`config.mk`:
```
export PLATFORM = sky130hd
export DESIGN_NAME = camera_line_fault_debouncer_unit
export DESIGN_NICKNAME = d
export VERILOG_FILES = /design/src/sv/clfd_pkg.sv /design/src/sv/clfd_regs.sv /design/src/sv/clfd_engine.sv /design/src/sv/camera_line_fault_debouncer_unit.sv
export SDC_FILE = /design/constraint.sdc
export NUM_CORES = 1
export LEC_CHECK = 0
export ABC_AREA = 1
export BUFFER_PORTS_ARGS = -buffer_cell sky130_fd_sc_hd__buf_2
export CORE_MARGIN = 1.5
export CORE_UTILIZATION = 50
export DETAILED_ROUTE_END_ITERATION = 7
export GPL_TIMING_DRIVEN = 1
export PLACE_DENSITY_LB_ADDON = 0.12
export SKIP_CTS_REPAIR_TIMING = 1
export SYNTH_ARGS = -nofsm -noshare
export SYNTH_HDL_FRONTEND = slang
export SYNTH_SLANG_ARGS = --single-unit
```
`constraint.sdc`:
```
create_clock -name clk -period 4.4 [get_ports clk]
set_clock_uncertainty 0.15 [all_clocks]
set_input_delay 0.88 -clock clk [delete_from_list [all_inputs] [get_ports clk]]
set_output_delay 0.88 -clock clk [all_outputs]
set_load 0.005 [all_outputs]
```
`src/sv/clfd_pkg.sv`:
```
// Package for the camera line fault debouncer.
// Holds the transaction and configuration types, register and fault codes and
// the fixed thresholds. No dependencies.
package clfd_pkg;

    localparam int CHANNELS      = 4;
    localparam int SAMPLE_BITS   = 12;
    localparam int CNT_BITS      = 6;
    localparam int ADDR_BITS     = 5;
    localparam int DATA_BITS     = 32;

    localparam logic [CNT_BITS-1:0] SHORT_CONFIRM = CNT_BITS'(5);
    localparam logic [CNT_BITS-1:0] RECOVER_COUNT = CNT_BITS'(5);
    localparam logic [CNT_BITS-1:0] CNT_MAX       = '1;
    localparam logic [CNT_BITS-1:0] OPEN_CONFIRM_RESET = CNT_BITS'(50);

    typedef enum logic [1:0] {
        CODE_NORMAL    = 2'd0,
        CODE_OPEN      = 2'd1,
        CODE_SHORT_BAT = 2'd2,
        CODE_SHORT_GND = 2'd3
    } fault_code_t;

    typedef enum logic [2:0] {
        REG_OPEN_BELOW     = 3'd0,
        REG_SHORT_BAT_LOW  = 3'd1,
        REG_SHORT_BAT_HIGH = 3'd2,
        REG_SHORT_GND_LOW  = 3'd3,
        REG_SHORT_GND_HIGH = 3'd4,
        REG_NORMAL_LOW     = 3'd5,
        REG_NORMAL_HIGH    = 3'd6,
        REG_OPEN_CONFIRM   = 3'd7
    } reg_idx_t;

    typedef struct packed {
        logic [1:0]             channel;
        logic [SAMPLE_BITS-1:0] sample;
        logic                   soc_confirms;
        logic                   camera_power_on;
    } req_t;

    typedef struct packed {
        logic [1:0] out_channel;
        logic [1:0] fault_code;
        logic       fault_flag;
        logic       status_updated;
        logic [3:0] fault_bitmap;
    } rsp_t;

    typedef struct packed {
        logic [SAMPLE_BITS-1:0] open_below;
        logic [SAMPLE_BITS-1:0] short_bat_low;
        logic [SAMPLE_BITS-1:0] short_bat_high;
        logic [SAMPLE_BITS-1:0] short_gnd_low;
        logic [SAMPLE_BITS-1:0] short_gnd_high;
        logic [SAMPLE_BITS-1:0] normal_low;
        logic [SAMPLE_BITS-1:0] normal_high;
        logic [CNT_BITS-1:0]    open_confirm_count;
    } cfg_t;

endpackage

```
`src/sv/clfd_regs.sv`:
```
// Configuration register file of the camera line fault debouncer.
// APB-style write and read access to the window bounds and open confirm count.
// Depends on clfd_pkg.
module clfd_regs
    import clfd_pkg::*;
(
    input  logic                 clk,
    input  logic                 rst_n,
    input  logic                 psel,
    input  logic                 penable,
    input  logic                 pwrite,
    input  logic [ADDR_BITS-1:0] paddr,
    input  logic [DATA_BITS-1:0] pwdata,
    output logic [DATA_BITS-1:0] prdata,
    output cfg_t                 cfg
);

    cfg_t     cfg_reg;
    logic     wr_en;
    reg_idx_t idx;

    assign wr_en = psel && penable && pwrite;
    assign idx   = reg_idx_t'(paddr[ADDR_BITS-1:2]);
    assign cfg   = cfg_reg;

    always_ff @(posedge clk or negedge rst_n)
    begin
        if (!rst_n)
        begin
            cfg_reg                    <= '0;
            cfg_reg.open_confirm_count <= OPEN_CONFIRM_RESET;
        end
        else if (wr_en)
        begin
            unique case (idx)
                REG_OPEN_BELOW:     cfg_reg.open_below     <= pwdata[SAMPLE_BITS-1:0];
                REG_SHORT_BAT_LOW:  cfg_reg.short_bat_low  <= pwdata[SAMPLE_BITS-1:0];
                REG_SHORT_BAT_HIGH: cfg_reg.short_bat_high <= pwdata[SAMPLE_BITS-1:0];
                REG_SHORT_GND_LOW:  cfg_reg.short_gnd_low  <= pwdata[SAMPLE_BITS-1:0];
                REG_SHORT_GND_HIGH: cfg_reg.short_gnd_high <= pwdata[SAMPLE_BITS-1:0];
                REG_NORMAL_LOW:     cfg_reg.normal_low     <= pwdata[SAMPLE_BITS-1:0];
                REG_NORMAL_HIGH:    cfg_reg.normal_high    <= pwdata[SAMPLE_BITS-1:0];
                REG_OPEN_CONFIRM:   cfg_reg.open_confirm_count <= pwdata[CNT_BITS-1:0];
                default:            cfg_reg <= cfg_reg;
            endcase
        end
    end

    always_comb
    begin
        unique case (idx)
            REG_OPEN_BELOW:     prdata = DATA_BITS'(cfg_reg.open_below);
            REG_SHORT_BAT_LOW:  prdata = DATA_BITS'(cfg_reg.short_bat_low);
            REG_SHORT_BAT_HIGH: prdata = DATA_BITS'(cfg_reg.short_bat_high);
            REG_SHORT_GND_LOW:  prdata = DATA_BITS'(cfg_reg.short_gnd_low);
            REG_SHORT_GND_HIGH: prdata = DATA_BITS'(cfg_reg.short_gnd_high);
            REG_NORMAL_LOW:     prdata = DATA_BITS'(cfg_reg.normal_low);
            REG_NORMAL_HIGH:    prdata = DATA_BITS'(cfg_reg.normal_high);
            REG_OPEN_CONFIRM:   prdata = DATA_BITS'(cfg_reg.open_confirm_count);
            default:            prdata = '0;
        endcase
    end

endmodule

```
`src/sv/clfd_engine.sv`:
```
// Classification and per-channel debounce state of the fault debouncer.
// Computes the result of the registered transaction and updates the counters.
// Depends on clfd_pkg.
module clfd_engine
    import clfd_pkg::*;
(
    input  logic clk,
    input  logic rst_n,
    input  logic advance,
    input  req_t item,
    input  cfg_t cfg,
    output rsp_t result
);

    logic [CNT_BITS-1:0] fault_cnt_reg  [CHANNELS];
    logic [CNT_BITS-1:0] fault_cnt_next [CHANNELS];
    logic [CNT_BITS-1:0] norm_cnt_reg   [CHANNELS];
    logic [CNT_BITS-1:0] norm_cnt_next  [CHANNELS];
    logic                flag_reg       [CHANNELS];
    logic                flag_next      [CHANNELS];
    fault_code_t         code_reg       [CHANNELS];
    fault_code_t         code_next      [CHANNELS];

    logic [1:0]          idx;
    logic                ch_ok;
    logic                act;
    logic                is_fault;
    fault_code_t         kind;
    logic [CNT_BITS-1:0] thr;
    logic [CNT_BITS-1:0] fault_inc;
    logic [CNT_BITS-1:0] norm_inc;
    logic                updated;
    logic [3:0]          bitmap;

    assign idx   = item.channel;
    assign ch_ok = (32'(item.channel) < 32'(CHANNELS));

    // Window priority: open, short to battery, short to ground, normal.
    always_comb
    begin
        act      = 1'b1;
        is_fault = 1'b1;
        kind     = CODE_NORMAL;
        thr      = RECOVER_COUNT;
        priority if (item.sample < cfg.open_below)
        begin
            kind = CODE_OPEN;
            thr  = cfg.open_confirm_count;
        end
        else if (item.sample >= cfg.short_bat_low && item.sample < cfg.short_bat_high)
        begin
            kind = CODE_SHORT_BAT;
            thr  = SHORT_CONFIRM;
        end
        else if (item.sample >= cfg.short_gnd_low && item.sample < cfg.short_gnd_high)
        begin
            kind = CODE_SHORT_GND;
            thr  = SHORT_CONFIRM;
        end
        else if (item.sample >= cfg.normal_low && item.sample < cfg.normal_high)
        begin
            is_fault = 1'b0;
        end
        else
        begin
            act = 1'b0;
        end
        if (!(ch_ok && item.camera_power_on && item.soc_confirms))
        begin
            act = 1'b0;
        end
    end

    always_comb
    begin
        fault_cnt_next = fault_cnt_reg;
        norm_cnt_next  = norm_cnt_reg;
        flag_next      = flag_reg;
        code_next      = code_reg;
        updated        = 1'b0;
        fault_inc = (fault_cnt_reg[idx] == CNT_MAX) ? CNT_MAX
                                                    : fault_cnt_reg[idx] + CNT_BITS'(1);
        norm_inc  = (norm_cnt_reg[idx] == CNT_MAX) ? CNT_MAX
                                                   : norm_cnt_reg[idx] + CNT_BITS'(1);
        if (act && is_fault)
        begin
            norm_cnt_next[idx] = '0;
            if (fault_inc >= thr)
            begin
                fault_cnt_next[idx] = '0;
                flag_next[idx]      = 1'b1;
                code_next[idx]      = kind;
                updated             = 1'b1;
            end
            else
            begin
                fault_cnt_next[idx] = fault_inc;
            end
        end
        else if (act)
        begin
            fault_cnt_next[idx] = '0;
            if (norm_inc >= thr)
            begin
                norm_cnt_next[idx] = '0;
                flag_next[idx]     = 1'b0;
                code_next[idx]     = CODE_NORMAL;
                updated            = 1'b1;
            end
            else
            begin
                norm_cnt_next[idx] = norm_inc;
            end
        end
    end

    always_comb
    begin
        bitmap = '0;
        for (int n = 0; n < CHANNELS && n < 4; n++)
        begin
            bitmap[n] = flag_next[n];
        end
    end

    always_comb
    begin
        result.out_channel    = item.channel;
        result.fault_code     = ch_ok ? code_next[idx] : CODE_NORMAL;
        result.fault_flag     = ch_ok ? flag_next[idx] : 1'b0;
        result.status_updated = updated;
        result.fault_bitmap   = bitmap;
    end

    always_ff @(posedge clk or negedge rst_n)
    begin
        if (!rst_n)
        begin
            for (int n = 0; n < CHANNELS; n++)
            begin
                fault_cnt_reg[n] <= '0;
                norm_cnt_reg[n]  <= '0;
                flag_reg[n]      <= 1'b0;
                code_reg[n]      <= CODE_NORMAL;
            end
        end
        else if (advance)
        begin
            fault_cnt_reg <= fault_cnt_next;
            norm_cnt_reg  <= norm_cnt_next;
            flag_reg      <= flag_next;
            code_reg      <= code_next;
        end
    end

endmodule

```
`src/sv/camera_line_fault_debouncer_unit.sv`:
```
// Usage
// Top level of the camera line fault debouncer: input register, debounce engine
// and result register. Depends on clfd_pkg, clfd_regs and clfd_engine.
//
// The req channel carries one converter sample of one camera supply line with
// its SoC-confirm and power bits; the rsp channel returns exactly one result per
// request, in order. A transaction moves on a channel at a clock edge where
// valid is high and stall is low.
// Each accepted request is held in the input register and its result is
// loaded into the result register. Throughput is one request per cycle while
// rsp is not stalled, set by the read-modify-write of the per-channel counters.
// When the receiver stalls rsp, the result register holds; one further request
// waits in the input register, and req_stall rises only when both are full.
// Reset clears all counters, stored codes and flags, empties both registers and
// returns the configuration to its reset values (open confirm count 50).
// Configuration is to be written through the APB port while no request is in
// flight; the block itself does not enforce this.
module camera_line_fault_debouncer_unit
    import clfd_pkg::*;
(
    input  logic                 clk,
    input  logic                 rst_n,
    input  logic                 req_valid,
    output logic                 req_stall,
    input  req_t                 req,
    output logic                 rsp_valid,
    input  logic                 rsp_stall,
    output rsp_t                 rsp,
    input  logic                 psel,
    input  logic                 penable,
    input  logic                 pwrite,
    input  logic [ADDR_BITS-1:0] paddr,
    input  logic [DATA_BITS-1:0] pwdata,
    output logic [DATA_BITS-1:0] prdata,
    output logic                 pready
);

    cfg_t cfg;
    req_t item_reg;
    logic item_valid_reg;
    rsp_t rsp_reg;
    logic rsp_valid_reg;
    rsp_t result;
    logic advance;
    logic req_take;

    assign pready    = 1'b1;
    assign advance   = item_valid_reg && (!rsp_valid_reg || !rsp_stall);
    assign req_stall = item_valid_reg && !advance;
    assign req_take  = req_valid && !req_stall;
    assign rsp_valid = rsp_valid_reg;
    assign rsp       = rsp_reg;

    clfd_regs u_regs (
        .clk     (clk),
        .rst_n   (rst_n),
        .psel    (psel),
        .penable (penable),
        .pwrite  (pwrite && pready),
        .paddr   (paddr),
        .pwdata  (pwdata),
        .prdata  (prdata),
        .cfg     (cfg)
    );

    clfd_engine u_engine (
        .clk     (clk),
        .rst_n   (rst_n),
        .advance (advance),
        .item    (item_reg),
        .cfg     (cfg),
        .result  (result)
    );

    always_ff @(posedge clk or negedge rst_n)
    begin
        if (!rst_n)
        begin
            item_valid_reg <= 1'b0;
        end
        else if (req_take)
        begin
            item_valid_reg <= 1'b1;
        end
        else if (advance)
        begin
            item_valid_reg <= 1'b0;
        end
    end

    always_ff @(posedge clk)
    begin
        if (req_take)
        begin
            item_reg <= req;
        end
    end

    always_ff @(posedge clk or negedge rst_n)
    begin
        if (!rst_n)
        begin
            rsp_valid_reg <= 1'b0;
        end
        else if (advance)
        begin
            rsp_valid_reg <= 1'b1;
        end
        else if (!rsp_stall)
        begin
            rsp_valid_reg <= 1'b0;
        end
    end

    always_ff @(posedge clk)
    begin
        if (advance)
        begin
            rsp_reg <= result;
        end
    end

`ifndef SYNTHESIS
    // A stored fault flag is set exactly when the stored code is a fault code.
    assert property (@(posedge clk) disable iff (!rst_n)
        rsp_valid |-> (rsp.fault_flag == (rsp.fault_code != CODE_NORMAL)))
        else $error("fault flag disagrees with stored code");

    // The bitmap carries the flag of the reported channel.
    assert property (@(posedge clk) disable iff (!rst_n)
        rsp_valid |-> (rsp.fault_bitmap[rsp.out_channel] == rsp.fault_flag))
        else $error("fault bitmap disagrees with channel flag");

    // A request moved into the result stage is presented on the next cycle.
    assert property (@(posedge clk) disable iff (!rst_n)
        advance |=> rsp_valid)
        else $error("result lost after pipeline advance");

    // The input side stalls only while a request waits in the input register.
    assert property (@(posedge clk) disable iff (!rst_n)
        req_stall |-> (item_valid_reg && rsp_valid_reg && rsp_stall))
        else $error("input stalled without a blocked pipeline");
`endif

endmodule

```
==> results of run 1 <==
-- report_power, final --
group	switching (mW)	internal (mW)	total (mW)
Combinational	1.27	0.720	1.99
Sequential	0.191	2.09	2.29
Clock	0.712	0.820	1.53
-- synth_stat cells, types with 22 or more instances --
cell,instances
nand2_1,379
inv_1,216
dfrtp_1,149
o21ai_0,115
ha_1,94
a21oi_1,63
nor2_1,55
o22ai_1,31
nand3_1,30
edfxtp_1,26
buf_4,22
clkbuf_1,22
-- cell usage in the layout (no fill, tap or decap), types with 4 or more instances in the layout --
cell and count:
a21o_1 5, a21oi_1 62, a21oi_2 5, a221oi_1 5
a22oi_1 7, buf_2 60, buf_4 17, clkbuf_16 17
conb_1 21, dfrtp_1 149, edfxtp_1 26, ha_1 94
inv_1 216, inv_2 12, inv_6 6, nand2_1 379
nand2_2 8, nand2_4 6, nand3_1 29, nand3_2 7
nand4_1 13, nor2_1 54, nor2_2 12, nor3_1 7
o211ai_1 12, o21ai_0 115, o21ai_1 20, o21ai_2 6
o21bai_1 4, o22ai_1 31
-- kinds of logic after synthesis --
| family | share of synthesized area |
|---|---|
| simple gates | 0.209 |
| buf+inv | 0.111 |
| compound gates | 0.151 |
| flops | 0.419 |
| fa+ha+maj | 0.107 |
| xor+xnor | 0.00160 |
| other cells | 0.000686 |
-- metal layers --
metal / wire length, um / track usage / vias to the layer above / part of all wire
li1: - / - / 4541 / -
met1: 14000 / 0.391 / 4212 / 0.52
met2: 11100 / 0.362 / 211 / 0.41
met3: 1450 / 0.0416 / 27 / 0.054
met4: 306 / 0.0612 / 0 / 0.011
met5: 0 / 0 / - / 0
-- layout make-up --
cell class / instances / area (sq um) / share of cell area
multi-input combinational: 928 / 5230 / 0.434
sequential: 178 / 4590 / 0.380
inverter: 234 / 887 / 0.0735
clock buffer: 19 / 453 / 0.0375
timing repair buffer: 78 / 439 / 0.0364
tap: 275 / 344 / 0.0285
clock inverter: 13 / 121 / 0.0101
-- metrics by stage --
step,util,cells
after floorplan,-,1392
after global placement,0.541,1693
after detailed placement,0.541,1693
after CTS,0.568,1725
after global routing,0.568,1725
final,0.568,1725
-- worst max-delay path, stage by stage (launching register included) --
cell and delay (ns):
edfxtp_1 0.54, nor2_2 0.17, inv_2 0.12, o22ai_1 0.17
a21oi_1 0.06, o21ai_1 0.21, ha_1 0.26, nand3_2 0.14
nor3_4 0.26, nor2_2 0.10, inv_1 0.07, ha_1 0.23
a21oi_1 0.14, nor2_1 0.06, a211oi_1 0.24, nand3_2 0.22
inv_1 0.16, nand2_4 0.13, nand2_2 0.16, nand2_1 0.16
nand2_1 0.10, o21ai_0 0.09
-- worst min path at each step --
stage	from	slack [ns]	end	cells past startpoint
final	rst_n	0.25	u_regs.cfg[40]$_DFFE_PN0P_	1
after global placement	item_valid_reg$_DFFE_PN0P_	0.31	rsp_valid$_DFFE_PN0P_	2
after global routing	rst_n	0.29	u_regs.cfg[28]$_DFFE_PN0P_	1
after CTS	rst_n	0.28	u_regs.cfg[27]$_DFFE_PN0P_	1
after floorplan	item_valid_reg$_DFFE_PN0P_	0.28	rsp_valid$_DFFE_PN0P_	2
after detailed placement	u_engine.fault_cnt_reg[2]$_DFFE_PN0P_	0.32	u_engine.fault_cnt_reg[2]$_DFFE_PN0P_	2
==> flow_summary.json, run 1 <==
{
  "status": "finished clean",
  "maxCapViolations": 0,
  "crit_end": "u_engine.fault_cnt_reg[8]$_DFFE_PN0P_",
  "dp_slack_ns": 0.287,
  "fin_area_sq_mm": 0.0121,
  "grt_pass1_wl_um": 44100,
  "core_sq_mm": 0.0212,
  "wire_per_inst_um": 15.5,
  "maxClockFrequency_mhz": 246,
  "syn_area_per_cell_sq_um": 7.97,
  "syn_area_sq_mm": 0.0109,
  "viasPerCell": 5.21,
  "hold_viol_final": 0,
  "grt_max_degree": 61,
  "gr-usage-all-layers": 0.252,
  "required_ns": 4.56,
  "port-buffer-count": 61,
  "synthDistinctLibCells": 54,
  "hold_slack_ns": 0.250,
  "p_per_area_mw_per_mm2": 482,
  "timing.final.ws_setup_ns": 0.327,
  "crit_path_end_kind": "flip-flop",
  "yosysSeqAreaShare": 0.419,
  "die_width_um": 151,
  "n_antenna_cell": 0,
  "path_class": "flip-flop to flip-flop",
  "fill_cells": 2024,
  "grt_setup_unrepaired": "no",
  "setup_tns_ns": 0,
  "grt_pass1_vias": 8444,
  "vdd_ir_drop_max_mv": 0.216,
  "gp_congestion": 0.898,
  "reg2reg_depth": 21,
  "die_area_sq_mm": 0.0228,
  "setup_viol": 0,
  "final_nets": 1591,
  "drive_gt1_frac": 0.130,
  "syn_inst": 1373,
  "cts_buffer_depth": 2,
  "drt-total-wl_um": 26800,
  "synth.area.top_cells": "dfrtp_1, nand2_1, ha_1",
  "worst_setup_path_start_kind": "flip-flop",
  "drc_errors": 0,
  "worstHoldPathType": "input port to asynchronous set/reset pin",
  "crit_arrival_ns": 4.24,
  "dpl-instance-area_sq_mm": 0.0115,
  "dp_hpwl_um": 20300,
  "dr.pass1.iters": 5,
  "antenna_found_initial": 0,
  "max_slew_margin": 0.370,
  "finalMaxSlewViolations": 0,
  "synth.ff_latch_count": 178,
  "tightest_slew_ns": 0.944,
  "cp_max_fo": 9,
  "clock-sinks": 178,
  "fin_crit_ns": 4.07,
  "r2r-end": "u_engine.fault_cnt_reg[8]$_DFFE_PN0P_",
  "synth_ff_type": "dfrtp_1",
  "ctsHtreeMaxLevel": 4,
  "start_util": 0.516,
  "r2r-start": "item_reg[14]$_DFFE_PP_",
  "ys_warn_count": 0,
  "p_leak_nw": 6.20,
  "area_delta_synth_final_pct": 10.2,
  "tritoncts": "yes",
  "clk_pin_slew_ns": 0.07,
  "drt_iter0_markers": 674,
  "clkLatencyLatePin_ns": 0.45,
  "root_buffer": "clkbuf_16",
  "io_pins": 105,
  "vias": 8991,
  "largest_reg_flops": 90,
  "synth_edf_count": 26,
  "die_h_um": 151,
  "p_total_mw": 5.81,
  "setup.worst_path.start": "item_reg[14]$_DFFE_PP_",
  "postRouteAntennaNets": 0,
  "rows": 53,
  "min_period_over_period": 0.926,
  "rrSetupSlack_ns": 0.33,
  "async_reset_ff_frac": 0.854,
  "synth_top_area_share": 0.341,
  "synth.largest_area_cell": "dfrtp_1",
  "grt_overflow_total": 0,
  "cts_made_buffers": 17
}
No activity file was read; power rests on OpenSTA's default activity.
==> run 2, diff against run 1 <==
--- a/config.mk
+++ b/config.mk
@@ -8,7 +8,7 @@
 export ABC_AREA = 1
 export BUFFER_PORTS_ARGS = -buffer_cell sky130_fd_sc_hd__buf_2
 export CORE_MARGIN = 1.5
-export CORE_UTILIZATION = 50
+export CORE_UTILIZATION = 35
 export DETAILED_ROUTE_END_ITERATION = 7
 export GPL_TIMING_DRIVEN = 1
 export PLACE_DENSITY_LB_ADDON = 0.12
==> flow_summary.json, run 2 (synthesis results as in run 1) <==
{
  "status": "finished clean",
  "fill_cells": 3192,
  "start_util": 0.357,
  "vias": 8907,
  "grt_max_degree": 90,
  "port-buffer-count": 61,
  "setup_viol": 0,
  "crit_slowest_cell": "edfxtp_1",
  "grt_overflow_total": 0,
  "maxCapViolations": 0,
  "clock-sinks": 178,
  "crit_top_cell": "inv_1",
  "path_class": "flip-flop to flip-flop",
  "worst_setup_path_start_kind": "flip-flop",
  "ctsHtreeMaxLevel": 4,
  "area_delta_synth_final_pct": 11.6,
  "gr-usage-all-layers": 0.186,
  "required_ns": 4.58,
  "r2r-end": "u_engine.fault_cnt_reg[4]$_DFFE_PN0P_",
  "cts_made_buffers": 17,
  "hold_slack_ns": 0.333,
  "wire_per_inst_um": 15.7,
  "critPathTopFamily": "simple AND/OR/NAND/NOR gates",
  "root_buffer": "clkbuf_16",
  "r2r-start": "item_reg[14]$_DFFE_PP_",
  "maxClockFrequency_mhz": 249,
  "drive_gt1_frac": 0.129,
  "grt_setup_unrepaired": "no",
  "worstHoldPathType": "flip-flop to flip-flop",
  "postRouteAntennaNets": 0,
  "worstPathCellList": "nor2_2 > inv_2 > o22ai_1 > a21oi_1 > o21ai_1 > ha_1 > nand3_2 > nor3_4 > buf_4 > nor2_2 > inv_1 > ha_1 > inv_1 > nor2_1 > o211ai_1 > nand3_1 > inv_1 > nand2_4 > nand2_2 > nand2_1 > nand2_1 > o21ai_0",
  "clk_pin_slew_ns": 0.07,
  "tightest_slew_ns": 1.02,
  "crit_arrival_ns": 4.19,
  "critPathMaxStageDelay_ns": 0.55,
  "p_leak_nw": 6.20,
  "io_pins": 105,
  "hold_depth": 2,
  "die_width_um": 180,
  "dr.pass1.iters": 5,
  "tritoncts": "yes",
  "rows": 64,
  "cts_buffer_depth": 2,
  "crit_path_end_kind": "flip-flop",
  "reg2reg_depth": 22,
  "n_antenna_cell": 0,
  "die_h_um": 180,
  "max_slew_margin": 0.317,
  "worst-path-buf-inv": 5,
  "mostFrequentLayoutCell": "nand2_1",
  "fin_crit_ns": 4.02,
  "drc_errors": 0,
  "hold_start": "item_valid_reg$_DFFE_PN0P_",
  "clkLatencyLatePin_ns": 0.45,
  "final_cell_mix": "nand2_1, inv_1, dfrtp_1",
  "p_per_area_mw_per_mm2": 471,
  "grt_pass1_wl_um": 47100,
  "cp_max_fo": 9,
  "dp_cells": 1820,
  "final_nets": 1597,
  "hold_end": "rsp_valid$_DFFE_PN0P_",
  "setup_tns_ns": 0,
  "core_sq_mm": 0.0307,
  "drt_iter0_markers": 510,
  "rrSetupSlack_ns": 0.38,
  "vdd_ir_drop_max_mv": 0.288,
  "fin_cells": 1852,
  "die_area_sq_mm": 0.0324,
  "grt_pass1_vias": 8572,
  "gp_congestion": 0.788,
  "viasPerCell": 4.81,
  "drt-total-wl_um": 29100,
  "finalMaxSlewViolations": 0,
  "largest_reg_flops": 90,
  "hold_viol_final": 0,
  "dp_hpwl_um": 22200,
  "antenna_found_initial": 0,
  "min_period_over_period": 0.913
}
-- run 2: worst max path at each step --
stage	start	end	slack, ns	cells after the start
floorplan	item_reg[14]$_DFFE_PP_	rsp[6]$_DFFE_PP_	1.02	23
global placement	item_reg[14]$_DFFE_PP_	u_engine.fault_cnt_reg[4]$_DFFE_PN0P_	0.42	21
detailed placement	item_reg[14]$_DFFE_PP_	u_engine.fault_cnt_reg[8]$_DFFE_PN0P_	0.39	21
CTS	item_reg[14]$_DFFE_PP_	u_engine.fault_cnt_reg[4]$_DFFE_PN0P_	0.36	21
global route	item_reg[14]$_DFFE_PP_	u_engine.fault_cnt_reg[4]$_DFFE_PN0P_	0.08	22
finish	item_reg[14]$_DFFE_PP_	u_engine.fault_cnt_reg[4]$_DFFE_PN0P_	0.38	22
-- run 2: per-layer routing --
metal  routed length, um  part of all wire  GRT usage
met1               14600              0.50      0.266
met2               13000              0.45      0.293
met3                1170             0.040     0.0302
met4                 274            0.0094     0.0433
met5                   0                 0          0
-- run 2: cell type report --
type / instances / area, sq um / share of cell area
multi-input cells: 928 / 5220 / 0.427
flip-flops and latches: 178 / 4590 / 0.375
inverters: 234 / 887 / 0.0726
well taps: 396 / 495 / 0.0405
repair buffers: 84 / 484 / 0.0396
clock buffers: 17 / 425 / 0.0348
clock inverters: 15 / 118 / 0.00963
-- run 2: worst register-to-register path, delay by kind of cell, from the launching register on --
family / cells / cell delay [ns]
buffers and inverters: 5 / 0.61
adders and majority gates: 2 / 0.50
DFF: 1 / 0.55
and+or+nand+nor: 10 / 1.41
AOI/OAI and AO/OA: 5 / 0.68
-- run 2: power by group --
| part | internal, mW | total [mW] | switching [mW] |
|---|---|---|---|
| Clock | 0.772 | 1.48 | 0.703 |
| Sequential | 2.09 | 2.28 | 0.186 |
| Combinational | 0.717 | 2.00 | 1.28 |
-- run 2: stage by stage --
stage	power, mW	util	area, sq um	setup slack (ns)
finish	5.76	0.398	12200	0.385
global route	6.24	0.398	12200	0.0848
CTS	5.82	0.398	12200	0.360
detailed placement	4.33	0.381	11700	0.390
global placement	4.29	0.381	11700	0.417
floorplan	3.76	-	11000	1.02
==> run 3, diff against run 2 <==
--- a/config.mk
+++ b/config.mk
@@ -5,7 +5,6 @@
 export SDC_FILE = /design/constraint.sdc
 export NUM_CORES = 1
 export LEC_CHECK = 0
-export ABC_AREA = 1
 export BUFFER_PORTS_ARGS = -buffer_cell sky130_fd_sc_hd__buf_2
 export CORE_MARGIN = 1.5
 export CORE_UTILIZATION = 35
==> flow_summary.json, run 3 <==
{
  "status": "finished clean",
  "grt_max_degree": 82,
  "dp_hpwl_um": 21300,
  "worst_setup_path_start_kind": "flip-flop",
  "synth_top_area_share": 0.345,
  "port-buffer-count": 61,
  "cts_buffer_depth": 2,
  "grt_pass1_wl_um": 45800,
  "finalMaxSlewViolations": 0,
  "yosysMostFrequentCell": "dfrtp_1",
  "antenna_found_initial": 0,
  "drt_iter0_markers": 461,
  "clock-sinks": 178,
  "setup_viol": 0,
  "viasPerCell": 5.14,
  "path_class": "flip-flop to flip-flop",
  "grt_pass1_vias": 7850,
  "syn_inst": 1044,
  "max_slew_margin": 0.292,
  "synth_edf_count": 26,
  "synth_ff_type": "dfrtp_1",
  "yosysSeqAreaShare": 0.424,
  "drt-total-wl_um": 29200,
  "n_antenna_cell": 0,
  "hold_slack_ns": 0.324,
  "min_period_over_period": 0.948,
  "switching_share": 0.347,
  "crit_path_end_kind": "flip-flop",
  "ctsHtreeMaxLevel": 4,
  "cp_max_fo": 9,
  "vias": 7858,
  "mostFrequentLayoutCell": "dfrtp_1",
  "largest_reg_flops": 90,
  "synth.area.top_cells": "dfrtp_1, ha_1, edfxtp_1",
  "gr-usage-all-layers": 0.193,
  "synth.ff_latch_count": 178,
  "synth.largest_area_cell": "dfrtp_1",
  "postRouteAntennaNets": 0,
  "start_util": 0.355,
  "p_per_area_mw_per_mm2": 428,
  "dr.pass1.iters": 6,
  "tightest_slew_ns": 1.06,
  "final_nets": 1275,
  "hold_viol_final": 0,
  "wire_per_inst_um": 19.1,
  "die_width_um": 179,
  "die_h_um": 179,
  "gp_congestion": 0.814,
  "clkLatencyLatePin_ns": 0.45,
  "syn_area_sq_mm": 0.0108,
  "grt_overflow_total": 0,
  "drc_errors": 0,
  "fin_crit_ns": 4.17,
  "vdd_ir_drop_max_mv": 0.301,
  "grt_setup_unrepaired": "no",
  "clk_pin_slew_ns": 0.07,
  "dp_slack_ns": 0.200,
  "setup_tns_ns": 0,
  "io_pins": 105,
  "power.switching_mw": 1.82,
  "final_cell_mix": "dfrtp_1, nand2_1, o21ai_0",
  "maxCapViolations": 0,
  "synth_common_cells": "dfrtp_1, nand2_1, o21ai_0",
  "crit_arrival_ns": 4.35,
  "tritoncts": "yes",
  "cts_made_buffers": 17,
  "required_ns": 4.58,
  "rows": 64,
  "maxClockFrequency_mhz": 240,
  "clkPwrFrac": 0.282,
  "core_sq_mm": 0.0305,
  "async_reset_ff_frac": 0.854,
  "comb_power_share": 0.309,
  "ys_warn_count": 0,
  "p_int_mw": 3.43,
  "seqPwrFrac": 0.409,
  "drive_gt1_frac": 0.221,
  "timing.final.ws_setup_ns": 0.228,
  "worstHoldPathType": "input port to asynchronous set/reset pin",
  "synthDistinctLibCells": 69,
  "die_area_sq_mm": 0.0320,
  "p_leak_nw": 5.68,
  "syn_area_per_cell_sq_um": 10.4,
  "area_delta_synth_final_pct": 13.3,
  "root_buffer": "clkbuf_16"
}
## run 3: area by class of cell
class | instances | area (sq um)
fillers | 3015 | 18300
well taps | 396 | 495
clock inverters | 13 | 101
repair buffers | 98 | 627
multi-input cells | 734 | 5650
flip-flops and latches | 178 | 4590
clock buffers | 19 | 453
inverters | 92 | 345
## run 3: routing by layer
| layer | wire, um | vias to the layer above | global-route usage | share of wire |
|---|---|---|---|---|
| met4 | 463 | 0 | 0.0535 | 0.016 |
| met3 | 904 | 28 | 0.0280 | 0.031 |
| met1 | 14800 | 3819 | 0.276 | 0.51 |
| li1 | - | 3839 | - | - |
| met5 | 0 | - | 0 | 0 |
| met2 | 13100 | 172 | 0.302 | 0.45 |
## run 3: cell families (layout without fill, tap and decap cells)
family / count (synthesis) / in the layout / share of synthesized area
other cells: 2 / 21 / 0.000694
simple gates: 258 / 258 / 0.115
mux: 110 / 110 / 0.142
flops: 178 / 178 / 0.424
compound gates: 247 / 247 / 0.144
buf+inv: 151 / 222 / 0.0629
xor+xnor: 4 / 4 / 0.00324
fa+ha+maj: 94 / 94 / 0.109
## run 3: final timing paths
check                                      startpoint                                   end  slack (ns)  cells past startpoint
max                            item_reg[11]$_DFFE_PP_  u_engine.norm_cnt_reg[6]$_DFFE_PN0P_        0.23                     11
min                                             rst_n            u_regs.cfg[55]$_DFFE_PN0P_        0.32                      1
max reg2reg                    item_reg[11]$_DFFE_PP_  u_engine.norm_cnt_reg[6]$_DFFE_PN0P_        0.23                     11
max in group asynchronous                       rst_n             u_regs.cfg[4]$_DFFE_PN1P_        2.85                      2
min reg2reg                u_regs.cfg[55]$_DFFE_PN0P_            u_regs.cfg[55]$_DFFE_PN0P_        0.36                      1
min in group clk           u_regs.cfg[55]$_DFFE_PN0P_            u_regs.cfg[55]$_DFFE_PN0P_        0.36                      1
## run 3: power by group through the flow
| stage | Combinational, mW | Clock (mW) | Sequential, mW |
|---|---|---|---|
| after floorplan | 1.11 | 0 | 2.12 |
| after global placement | 1.59 | 0 | 2.18 |
| after detailed placement | 1.61 | 0 | 2.18 |
| after CTS | 1.62 | 1.52 | 2.15 |
| after global routing | 1.84 | 1.58 | 2.19 |
| final | 1.62 | 1.48 | 2.15 |
## run 3: per-stage QoR
step	power (mW)	std cells	utilization	area [sq um]
final	5.25	1530	0.402	12300
after CTS	5.30	1530	0.401	12200
after detailed placement	3.79	1498	0.383	11700
after floorplan	3.23	1063	-	10900
after global routing	5.61	1530	0.402	12300
after global placement	3.77	1498	0.383	11700
## run 3: critical path: stages, from the launching register on
cell	delay [ns]
edfxtp_1	0.45
buf_4	0.19
ha_1	0.29
nand4_1	0.19
or3_1	0.42
o32ai_1	0.42
o211ai_2	0.22
o32a_1	0.36
a21oi_1	0.76
nor3_1	0.16
buf_4	0.20
mux2_4	0.25
